[src/rtl/core/kdt_pkg.sv]
// Shared types and codes for the keepalive deadline table.
package kdt_pkg;

    localparam int ENTRIES_DEF = 16;

    localparam logic [2:0] OP_CONNECT    = 3'd0;
    localparam logic [2:0] OP_ACCEPT     = 3'd1;
    localparam logic [2:0] OP_RECV       = 3'd2;
    localparam logic [2:0] OP_DISCONNECT = 3'd3;
    localparam logic [2:0] OP_CHECK      = 3'd4;

    localparam logic [2:0] K_OK       = 3'd0;
    localparam logic [2:0] K_FULL     = 3'd1;
    localparam logic [2:0] K_NOTFOUND = 3'd2;
    localparam logic [2:0] K_SEND     = 3'd3;
    localparam logic [2:0] K_TIMEOUT  = 3'd4;
    localparam logic [2:0] K_DONE     = 3'd5;

    typedef struct packed {
        logic [2:0]  opcode;
        logic [31:0] conn_id;
        logic [15:0] send_interval;
        logic [15:0] recv_timeout;
        logic [31:0] now_time;
    } req_t;

    typedef struct packed {
        logic [2:0]  kind;
        logic [31:0] peer_id;
        logic        last;
    } res_t;

    typedef struct packed {
        logic [31:0] id;
        logic [15:0] interval;
        logic [15:0] timeout;
        logic [31:0] next_send;
        logic [31:0] deadline;
    } entry_t;

    typedef enum logic [1:0] {
        SEL_HOLD,
        SEL_NEXT,
        SEL_LOAD
    } cell_sel_t;

    typedef struct packed {
        cell_sel_t sel;
        logic      rm_en;
    } cell_ctl_t;

endpackage

[src/rtl/core/kdt_cell.sv]
// One table cell: holds an entry and its insertion rank, takes from its right neighbor.
module kdt_cell
    import kdt_pkg::*;
#(
    parameter int RW = 4
)
(
    input  logic          clk,
    input  cell_ctl_t     ctl,
    input  logic [RW-1:0] rm_rank,
    input  entry_t        nxt_entry,
    input  logic [RW-1:0] nxt_rank,
    input  entry_t        ld_entry,
    input  logic [RW-1:0] ld_rank,
    output entry_t        entry,
    output logic [RW-1:0] rank
);

    entry_t        entry_reg, entry_next;
    logic [RW-1:0] rank_reg, rank_next;
    logic [RW-1:0] rank_src;

    always_comb
    begin
        unique case (ctl.sel)
            SEL_NEXT:
            begin
                entry_next = nxt_entry;
                rank_src   = nxt_rank;
            end
            SEL_LOAD:
            begin
                entry_next = ld_entry;
                rank_src   = ld_rank;
            end
            default:
            begin
                entry_next = entry_reg;
                rank_src   = rank_reg;
            end
        endcase
        // ranks above a removed entry close the gap
        if (ctl.rm_en && (rank_src > rm_rank))
            rank_next = rank_src - 1'b1;
        else
            rank_next = rank_src;
    end

    always_ff @(posedge clk)
    begin
        entry_reg <= entry_next;
        rank_reg  <= rank_next;
    end

    assign entry = entry_reg;
    assign rank  = rank_reg;

endmodule

[config.mk]
export PLATFORM = sky130hd
export DESIGN_NAME = kdt_cell
export DESIGN_NICKNAME = d
export VERILOG_FILES = /design/src/rtl/core/kdt_pkg.sv /design/src/rtl/core/kdt_cell.sv
export SDC_FILE = /design/constraint.sdc
export NUM_CORES = 1
export LEC_CHECK = 0
export BUFFER_PORTS_ARGS = -buffer_cell sky130_fd_sc_hd__buf_2
export CORE_AREA = 5 5 152 154
export CTS_BUF_LIST = sky130_fd_sc_hd__clkbuf_8
export DETAILED_ROUTE_END_ITERATION = 12
export DIE_AREA = 0 0 157 159
export HOLD_SLACK_MARGIN = 0.06
export PLACE_DENSITY = 0.64
export REMOVE_ABC_BUFFERS = 1
export SLEW_MARGIN = 20
export SYNTH_ARGS = -nofsm -noshare
export SYNTH_HDL_FRONTEND = slang
export SYNTH_SLANG_ARGS = --single-unit
[constraint.sdc]
create_clock -name clk -period 15.77 [get_ports clk]
set_clock_uncertainty 0.2 [all_clocks]
set_input_delay 1.577 -clock clk [delete_from_list [all_inputs] [get_ports clk]]
set_output_delay 1.577 -clock clk [all_outputs]
set_load 0.01 [all_outputs]
==> results of run 1 <==
## layout make-up
class                   instances  area (µm²)  area share
multi-input cells             156        1717      0.2044
well taps                     280       350.3     0.04172
repair buffers                405        2032      0.2420
inverters                       6       25.02    0.002980
clock inverters                13       115.1     0.01371
clock buffers                  17       234.0     0.02786
flip-flops and latches        132        3924      0.4673
## power by group through the flow
stage | sequential, mW | combinational, mW | clock (mW)
6_report | 0.461 | 0.185 | 0.255
5_1_grt | 0.466 | 0.201 | 0.285
4_1_cts | 0.462 | 0.191 | 0.268
3_5_place_dp | 0.469 | 0.190 | 0
3_3_place_gp | 0.468 | 0.189 | 0
2_1_floorplan | 0.501 | 0.0594 | 0
## synth_stat cells
| cell type | instances | area, µm² |
|---|---|---|
| edfxtp_1 | 128 | 3844 |
| mux2_2 | 128 | 1441 |
| clkbuf_1 | 14 | 52.55 |
| inv_1 | 6 | 22.52 |
| ha_1 | 5 | 62.56 |
| dfxtp_1 | 4 | 80.08 |
| a221o_1 | 3 | 30.03 |
| xnor2_1 | 3 | 26.28 |
| o21ai_0 | 2 | 10.01 |
| o21ai_2 | 2 | 17.52 |
| xor2_1 | 2 | 17.52 |
| a22oi_1 | 1 | 7.510 |
| and3_1 | 1 | 6.260 |
| and4_1 | 1 | 8.760 |
| buf_6 | 1 | 11.26 |
| maj3_1 | 1 | 10.01 |
| mux2i_1 | 1 | 10.01 |
| nand2_1 | 1 | 3.750 |
| nand3_1 | 1 | 5.000 |
| nand4_1 | 1 | 6.260 |
| nand4b_1 | 1 | 8.760 |
| o311ai_4 | 1 | 26.28 |
| or3_1 | 1 | 6.260 |
## critical path, delay by kind of cell
| family | cells | cell delay, ns |
|---|---|---|
| fa+ha+maj | 2 | 1.06 |
| buf+inv | 3 | 1.01 |
| compound gates | 3 | 0.66 |
| simple gates | 1 | 0.17 |
| xor+xnor | 1 | 0.17 |
## worst min-delay path by stage
stage | slack [ns] | to | cells after the start | startpoint
finish | 0.44 | rank[1]$_DFF_P_ | 2 | rank[1]$_DFF_P_
global placement | 0.41 | rank[1]$_DFF_P_ | 2 | rank[1]$_DFF_P_
detailed placement | 0.43 | rank[1]$_DFF_P_ | 2 | rank[1]$_DFF_P_
floorplan | 0.42 | rank[1]$_DFF_P_ | 2 | rank[1]$_DFF_P_
CTS | 0.45 | rank[1]$_DFF_P_ | 2 | rank[1]$_DFF_P_
global route | 0.50 | rank[1]$_DFF_P_ | 2 | rank[1]$_DFF_P_
## cell families after synthesis
logic type | Yosys count | synth area share
buffers and inverters | 21 | 0.01511
adder cells (fa/ha/maj) | 6 | 0.01270
multiplexers | 129 | 0.2540
XOR/XNOR | 5 | 0.007665
AO/OA/AOI/OAI | 9 | 0.01599
flip-flops | 132 | 0.6867
AND/OR/NAND/NOR | 7 | 0.007884
## metal layers
| metal | global-route usage | part of all wire | up-vias |
|---|---|---|---|
| met2 | 0.2305 | 0.52 | 220 |
| met5 | 0 | 0 | - |
| li1 | - | - | 2028 |
| met3 | 0.04539 | 0.11 | 12 |
| met4 | 0.03787 | 0.013 | 0 |
| met1 | 0.1318 | 0.36 | 1906 |
==> impl_metrics.py, run 1 <==
metrics = {
    "route": {
        "viasPerCell": 4.129,
        "drtAntennaViolNets": 0,
        "wl_mm": 16.70,
        "drtIter0Drc": 103,
        "dr_total_vias": 4166,
        "wl_per_cell_um": 16.55,
        "firstDrtPassIters": 4,
        "drc": 0,
    },
    "clocking": {
        "cts_buffers": 17,
        "cts-root-buf": "clkbuf_8",
        "post_cts_buffers": 0,
        "path_clk_slew_ns": 0.07,
        "cts_tree": "done",
        "cts_sinks": 132,
        "hold_buffers": 0,
        "ctsResizeCount": 0,
        "htreeDepth": 4,
        "clockBufferDepth": 2,
        "clk-insertion-delay-late_ns": 0.41,
    },
    "sta": {
        "rsz0062_at_grt": "no",
        "hold_slack_ns": 0.4401,
        "worst_pin_slew_ns": 0.9072,
        "slew_violations": 0,
        "hold_viol_final": 0,
        "finalCritPeriodShare": 0.2941,
        "fin_tns_setup_ns": 0,
        "fmax_mhz": 215.6,
        "min_period_ns": 4.638,
        "setup_viol": 0,
        "setup_slack_ns": 11.13,
        "max_slew_margin": 0.3952,
    },
    "synthesis": {
        "synth.avg_cell_area_um2": 18.49,
        "yosysWarnings": 0,
        "syn_inst": 309,
        "ys_ff_latch": 132,
        "synth_area_mm2": 0.005714,
        "ys_seq_area_frac": 0.6867,
        "yosysUniqueCellTypes": 23,
    },
    "global_routing": {
        "antenna_found_initial": 0,
        "overflow": 0,
        "grt_usage": 0.1252,
        "grt_pass1_vias": 4431,
        "grt_pass1_wl_mm": 23.80,
        "grt_max_degree": 73,
    },
    "worst_setup_path": {
        "worstReg2RegEnd": "rank[0]$_DFF_P_",
        "crit_start": "ctl[1]",
        "crit_chain": "buf_2, inv_1, ha_4, buf_4, a221o_1, o21ai_2, maj3_1, o311ai_4, nand3_1, xor2_1",
        "cp_slowest_cell": "buf_4",
        "r2r_cells": 8,
        "r2r_start": "rank[3]$_DFF_P_",
        "path_max_fanout": 72,
        "crit_end": "rank[0]$_DFF_P_",
        "r2r_slack_ns": 13.63,
        "worstSetupPathType": "in2reg",
        "worstPathArrival_ns": 4.72,
        "end_kind": "register",
        "required_ns": 15.86,
        "cpPeakStageDelay_ns": 0.81,
        "start_kind": "input port",
    },
    "place": {
        "dp_hpwl_mm": 13.29,
        "placedCellCount": 979,
        "placedInstanceArea_mm2": 0.008048,
        "place.gp.congestion": 0.7512,
        "port_buffers": 403,
        "pre_cts_ws_ns": 10.62,
    },
    "layout": {
        "nets": 995,
        "final_cell_area_mm2": 0.008397,
        "antenna_cells": 0,
        "drive_gt1_frac": 0.7778,
        "fin_cells": 1009,
        "largest_reg_flops": 128,
        "final_util": 0.3896,
        "final_cell_mix": "buf_2, mux2_2, edfxtp_1, clkbuf_8, inv_1",
        "final_common_cell": "buf_2",
        "area_growth_pct": 46.95,
        "filler_cell_count": 2116,
    },
    "power": {
        "p_seq_frac": 0.511,
        "leakagePower_nw": 3.668,
        "total_power_mw": 0.9011,
        "p_switching_mw": 0.2428,
        "max-vdd-ir-drop_mv": 0.05600,
        "internal-power_mw": 0.6583,
        "power_frac_comb": 0.206,
        "p_clk_frac": 0.283,
        "pwr_density_cell_mw_per_mm2": 107.3,
        "switching_share": 0.2695,
    },
    "hold_path": {
        "min_path_type": "reg2reg",
    },
    "die": {
        "core_area_mm2": 0.02155,
        "rows": 54,
        "die-area_mm2": 0.02496,
        "initial_utilization": 0.2651,
        "die_h_um": 159,
        "die_width_um": 157,
        "pin_count": 404,
    },
    "status": {
        "outcome": "complete, no violations",
    },
    "run": {
        "cap_viol_max_count": 0,
    },
}
(Power assumes the default switching activity.)
==> run 2: changes to the inputs <==
Settings changed: CORE_AREA 5 5 152 154 to 5 5 154 156, DIE_AREA 0 0 157 159 to 0 0 159 161, PLACE_DENSITY 0.64 to 0.63.
Clock period 15.77 ns to 4.9 ns, I/O delays scaled along.
==> run 2 against run 1 <==
Against the previous run: utilization is 0.69 points lower; critical path type unchanged; combinational power rose to 3.2 times the previous value; routed wire length increased by 1.6%; register-to-register slack worse by 11 ns.
==> impl_metrics.py, run 2 (synthesis results as in run 1) <==
metrics = {
    "clocking": {
        "path_clk_slew_ns": 0.09,
        "cts_sinks": 132,
        "hold_buffers": 0,
        "post_cts_buffers": 0,
        "cts_tree": "done",
        "cts-root-buf": "clkbuf_8",
        "htreeDepth": 4,
        "clk-insertion-delay-late_ns": 0.42,
        "clockBufferDepth": 2,
        "cts_buffers": 17,
        "ctsResizeCount": 0,
    },
    "die": {
        "pin_count": 404,
        "die_h_um": 161,
        "rows": 55,
        "die_width_um": 159,
        "initial_utilization": 0.2571,
        "core_area_mm2": 0.02223,
        "die-area_mm2": 0.02560,
    },
    "run": {
        "cap_viol_max_count": 0,
    },
    "route": {
        "drc": 0,
        "wl_met2_mm": 8.861,
        "met1Wirelength_mm": 6.178,
        "viasPerCell": 4.128,
        "drtIter0Drc": 152,
        "wl_per_cell_um": 16.67,
        "drtAntennaViolNets": 0,
        "dr_total_vias": 4202,
        "firstDrtPassIters": 4,
        "route.met3.wl_mm": 1.645,
        "routed.top_layer": "met4",
        "wl_mm": 16.97,
    },
    "sta": {
        "worst_pin_slew_ns": 0.9057,
        "max_slew_margin": 0.3962,
        "rsz0062_at_grt": "no",
        "min_period_ns": 2.718,
        "fmax_mhz": 368.0,
        "setup_viol": 0,
        "finalCritPeriodShare": 0.5546,
        "slew_violations": 0,
        "hold_viol_final": 0,
        "hold_slack_ns": 0.1604,
        "fin_tns_setup_ns": 0,
    },
    "layout": {
        "area_growth_pct": 48.87,
        "final_common_cell": "buf_2",
        "drive_gt1_frac": 0.7790,
        "filler_cell_count": 2165,
        "nets": 997,
        "final_cell_mix": "buf_2, mux2_2, edfxtp_1, clkbuf_8, inv_1",
        "largest_reg_flops": 128,
        "antenna_cells": 0,
    },
    "power": {
        "switching_share": 0.2619,
        "max-vdd-ir-drop_mv": 0.1310,
        "leakagePower_nw": 3.723,
        "p_seq_frac": 0.479,
        "p_switching_mw": 0.8111,
        "internal-power_mw": 2.286,
        "power_frac_comb": 0.194,
        "pwr_density_cell_mw_per_mm2": 364.0,
        "p_clk_frac": 0.327,
    },
    "global_routing": {
        "grt_pass1_vias": 4610,
        "grt_pass1_wl_mm": 25.39,
        "antenna_found_initial": 0,
        "grt_max_degree": 70,
        "overflow": 0,
        "grt_usage": 0.1265,
    },
    "worst_setup_path": {
        "start_kind": "input port",
        "path_buf_inv": 4,
        "cp_slowest_cell": "buf_4",
        "required_ns": 4.99,
        "worstPathArrival_ns": 2.81,
        "path_max_fanout": 62,
        "path_delay_family": "buffers and inverters",
        "crit_chain": "buf_2, inv_1, ha_4, inv_4, buf_4, o21ai_2, maj3_1, o311ai_4, nand3_1, xor2_1",
        "worstSetupPathType": "in2reg",
        "cpPeakStageDelay_ns": 0.59,
        "end_kind": "register",
    },
    "hold_path": {
        "min_path_type": "in2reg",
    },
    "place": {
        "port_buffers": 403,
        "place.gp.congestion": 0.7286,
        "dp_hpwl_mm": 13.43,
    },
    "status": {
        "outcome": "complete, no violations",
    },
}
==> run 2: cell type report <==
cell class	count	area (µm²)	share of cell area
sequential	132	3924	0.4612
timing repair buffer	407	2047	0.2406
multi-input combinational	156	1717	0.2018
tap	285	356.6	0.04192
clock buffer	17	234.0	0.02750
clock inverter	15	203.9	0.02397
inverter	6	25.02	0.002942
==> run 2: metrics by stage <==
stage / cell area, µm² / cells / setup WS [ns] / utilization / total power, mW
after floorplan: 5650 / 294 / -1.041 / - / 1.803
after global placement: 8069 / 986 / 1.769 / 0.3630 / 2.117
after detailed placement: 8069 / 986 / 1.681 / 0.3630 / 2.126
after CTS: 8507 / 1018 / 2.173 / 0.3827 / 3.165
after global routing: 8507 / 1018 / 2.021 / 0.3827 / 3.262
final: 8507 / 1018 / 2.182 / 0.3827 / 3.097
==> run 2: final timing paths <==
check	cells past startpoint	slack, ns	end	from
worst max-delay path	10	2.18	rank[0]$_DFF_P_	ctl[1]
worst min-delay path	2	0.16	entry[106]$_DFFE_PN_	ld_entry[106]
worst max register to register	8	2.69	rank[0]$_DFF_P_	rank[3]$_DFF_P_
worst min register to register	2	0.44	rank[1]$_DFF_P_	rank[1]$_DFF_P_
==> run 2: power by group through the flow <==
stage | clock network (mW) | logic, mW | registers (mW)
finish | 1.01 | 0.599 | 1.48
detailed placement | 0 | 0.615 | 1.51
global route | 1.11 | 0.654 | 1.50
CTS | 1.06 | 0.616 | 1.49
floorplan | 0 | 0.191 | 1.61
global placement | 0 | 0.611 | 1.51
==> run 2: layer usage <==
layer  GRT usage  vias to the layer above
li1            -                     2032
met1      0.1352                     1924
met2      0.2252                      231
met3     0.05486                       15
met4     0.04071                        0
met5           0                        -
==> run 3: changes to the inputs <==
Settings changed: CORE_AREA 5 5 154 156 to 5 5 153 155, DIE_AREA 0 0 159 161 to 0 0 158 160, PLACE_DENSITY 0.63 to 0.66.
Clock period 4.9 ns to 2.4 ns, I/O delays scaled along.
==> run 3 against run 2 <==
Against the previous run: the run now fails in clock tree synthesis; synthesized area stayed put; synthesized cell count unchanged.
==> impl_metrics.py, run 3 <==
metrics = {
    "synthesis": {
        "ys_seq_area_frac": 0.6867,
        "async_reset_ff_frac": 0,
        "yosysUniqueCellTypes": 23,
        "synth_xor_area_frac": 0.007664,
        "synthDominantCellAreaShare": 0.6727,
        "yosys-top-cells-count": "edfxtp_1, mux2_2, clkbuf_1",
        "synth-compound-area-share": 0.01598,
        "syn_inst": 309,
        "muxShareOfSynthArea": 0.2540,
        "synth_top_area_cell": "edfxtp_1",
        "synth.area.top_cells": "edfxtp_1, mux2_2, dfxtp_1, ha_1, clkbuf_1",
        "synthAdderAreaFrac": 0.01270,
        "synthSimpleGateAreaFrac": 0.007883,
        "ys_ff_latch": 132,
        "synth_top_family_by_area": "multiplexers",
        "synth.avg_cell_area_um2": 18.49,
        "synth_area_mm2": 0.005714,
        "synth_ff_type": "edfxtp_1",
        "synth_edf_count": 128,
        "yosysWarnings": 0,
    },
    "die": {
        "rows": 54,
        "die_width_um": 158,
        "pin_count": 404,
        "initial_utilization": 0.2635,
        "die_h_um": 160,
    },
    "clocking": {
        "htreeDepth": 4,
        "cts_sinks": 132,
        "cts-root-buf": "clkbuf_8",
        "clockBufferDepth": 2,
        "ctsResizeCount": 0,
        "post_cts_buffers": 0,
        "hold_buffers": 205,
        "cts_buffers": 17,
    },
    "status": {
        "outcome": "aborted with a tool error",
        "error": "[ERROR RSZ-0060] Max buffer count reached.",
        "haltStage": "clock tree synthesis",
    },
    "place": {
        "dp_hpwl_mm": 13.78,
        "port_buffers": 403,
        "placedInstanceArea_mm2": 0.008113,
        "pre_cts_ws_ns": -0.03937,
        "place.gp.congestion": 0.8107,
    },
}
run 3: cell families after synthesis:
family	Yosys count
fa+ha+maj	6
flops	132
xor+xnor	5
buf+inv	21
mux	129
simple gates	7
compound gates	9
run 3: through the flow:
step	hold slack (ns)	TNS (ns)	cells
after detailed placement	0.3444	-0.07047	986
after global placement	0.3400	0	986
after floorplan	0.2098	-438.92	294
==> run 4: changes to the inputs <==
Settings changed: CTS_BUF_LIST sky130_fd_sc_hd__clkbuf_8 to not set, HOLD_SLACK_MARGIN 0.06 to not set, PLACE_DENSITY 0.66 to not set, PLACE_DENSITY_LB_ADDON set to 0.15.
Clock period 2.4 ns to 3.1 ns, I/O delays scaled along.
==> run 4 against run 3 <==
Against the previous run: the run now ends clean.
==> impl_metrics.py, run 4 (synthesis results as in run 1) <==
metrics = {
    "status": {
        "outcome": "complete, no violations",
    },
    "clocking": {
        "htreeDepth": 4,
        "cts_tree": "done",
        "clockBufferDepth": 2,
        "path_clk_slew_ns": 0.05,
        "cts_buffers": 17,
        "ctsResizeCount": 0,
        "clk-insertion-delay-late_ns": 0.40,
        "cts-root-buf": "clkbuf_16",
        "hold_buffers": 187,
        "post_cts_buffers": 0,
        "cts_sinks": 132,
    },
    "power": {
        "pwr_density_cell_mw_per_mm2": 525.2,
        "leakagePower_nw": 4.567,
        "total_power_mw": 5.531,
        "max-vdd-ir-drop_mv": 0.3527,
    },
    "hold_path": {
        "holdPathStages": 2,
        "min_path_type": "in2reg",
        "holdCritStartpoint": "ld_entry[38]",
        "min_to": "entry[38]$_DFFE_PN_",
    },
    "place": {
        "dp_hpwl_mm": 14.04,
        "place.gp.congestion": 0.7845,
        "placedInstanceArea_mm2": 0.008063,
        "placedCellCount": 981,
        "port_buffers": 403,
    },
    "global_routing": {
        "grt_pass1_wl_mm": 28.01,
        "overflow": 0,
        "antenna_found_initial": 0,
        "grt_usage": 0.1430,
        "grt_pass1_vias": 5591,
        "grt_max_degree": 73,
    },
    "die": {
        "die_width_um": 158,
        "core_area_mm2": 0.02169,
        "die_h_um": 160,
        "die-area_mm2": 0.02528,
        "rows": 54,
        "pin_count": 404,
        "initial_utilization": 0.2635,
    },
    "route": {
        "wl_mm": 19.04,
        "drtIter0Drc": 116,
        "firstDrtPassIters": 4,
        "drc": 0,
        "wl_per_cell_um": 15.88,
        "dr_total_vias": 5022,
        "drtAntennaViolNets": 0,
        "viasPerCell": 4.188,
    },
    "worst_setup_path": {
        "r2r_slack_ns": 0.91,
        "cp_slowest_cell": "buf_4",
        "worstSetupPathType": "in2reg",
        "worstReg2RegEnd": "rank[0]$_DFF_P_",
        "required_ns": 3.04,
        "start_kind": "input port",
        "r2r_start": "rank[0]$_DFF_P_",
        "worstPathArrival_ns": 2.37,
        "crit_chain": "buf_2, inv_1, ha_4, buf_4, mux2_2, dlygate4sd3_1",
        "end_kind": "register",
        "cpPeakStageDelay_ns": 0.61,
        "path_max_fanout": 65,
        "r2r_cells": 6,
    },
    "layout": {
        "largest_reg_flops": 128,
        "drive_gt1_frac": 0.6192,
        "final_cell_area_mm2": 0.01053,
        "final_cell_mix": "buf_2, dlygate4sd3_1, mux2_2, edfxtp_1, clkbuf_16",
        "fin_cells": 1199,
        "nets": 1185,
        "multiInputGateArea_mm2": 0.001717,
        "area_growth_pct": 84.30,
        "ff_latch_area_mm2": 0.003924,
        "antenna_cells": 0,
        "final_common_cell": "buf_2",
        "filler_cell_count": 1910,
    },
    "sta": {
        "finalCritPeriodShare": 0.7824,
        "fmax_mhz": 412.3,
        "max_slew_margin": 0.3830,
        "min_period_ns": 2.426,
        "setup_viol": 0,
        "worst_pin_slew_ns": 0.9255,
        "slew_violations": 0,
        "hold_viol_final": 0,
        "rsz0062_at_grt": "no",
        "hold_slack_ns": 0.02676,
    },
    "run": {
        "cap_viol_max_count": 0,
    },
}
## run 4: cell type report
cell class	count	share of cell area
clock buffer	18	0.04075
multi-input combinational	156	0.1630
tap	280	0.03327
inverter	6	0.002376
sequential	132	0.3726
timing repair buffer	595	0.3731
clock inverter	12	0.01497
## run 4: power breakdown
group          leakage, nW  internal [mW]  switching [mW]
logic                 3.00          0.645           0.545
clock network        0.279           1.26           0.738
registers             1.29           2.28          0.0685
## run 4: routing by layer
metal	share of wire	GRT usage	routed length, µm
met5	0	0	0
met2	0.55	0.2775	10470
met1	0.34	0.1398	6468
met3	0.092	0.04817	1746
met4	0.019	0.04459	354
## run 4: metrics by stage
stage | setup slack (ns) | setup TNS, ns | util
after floorplan | -2.661 | -275.12 | -
final | 0.6745 | 0 | 0.4856
after detailed placement | 0.3562 | 0 | 0.3718
after global placement | 0.5029 | 0 | 0.3718
after global routing | 0.6103 | 0 | 0.4856
after CTS | 0.7264 | 0 | 0.4851
## run 4: worst max-delay path, delay by kind of cell
kind / cells / cell delay [ns]
adders and majority gates: 1 / 0.17
muxes: 1 / 0.42
buffers and inverters: 4 / 1.38
## run 4: worst max-delay path by stage
| stage | slack (ns) | cells past startpoint | start | to |
|---|---|---|---|---|
| floorplan | -2.66 | 9 | ctl[1] | rank[0]$_DFF_P_ |
| global placement | 0.50 | 10 | ctl[1] | rank[0]$_DFF_P_ |
| detailed placement | 0.36 | 10 | ctl[1] | rank[0]$_DFF_P_ |
| CTS | 0.73 | 6 | ctl[1] | entry[61]$_DFFE_PN_ |
| global route | 0.61 | 6 | ctl[1] | entry[7]$_DFFE_PN_ |
| finish | 0.67 | 6 | ctl[1] | entry[88]$_DFFE_PN_ |
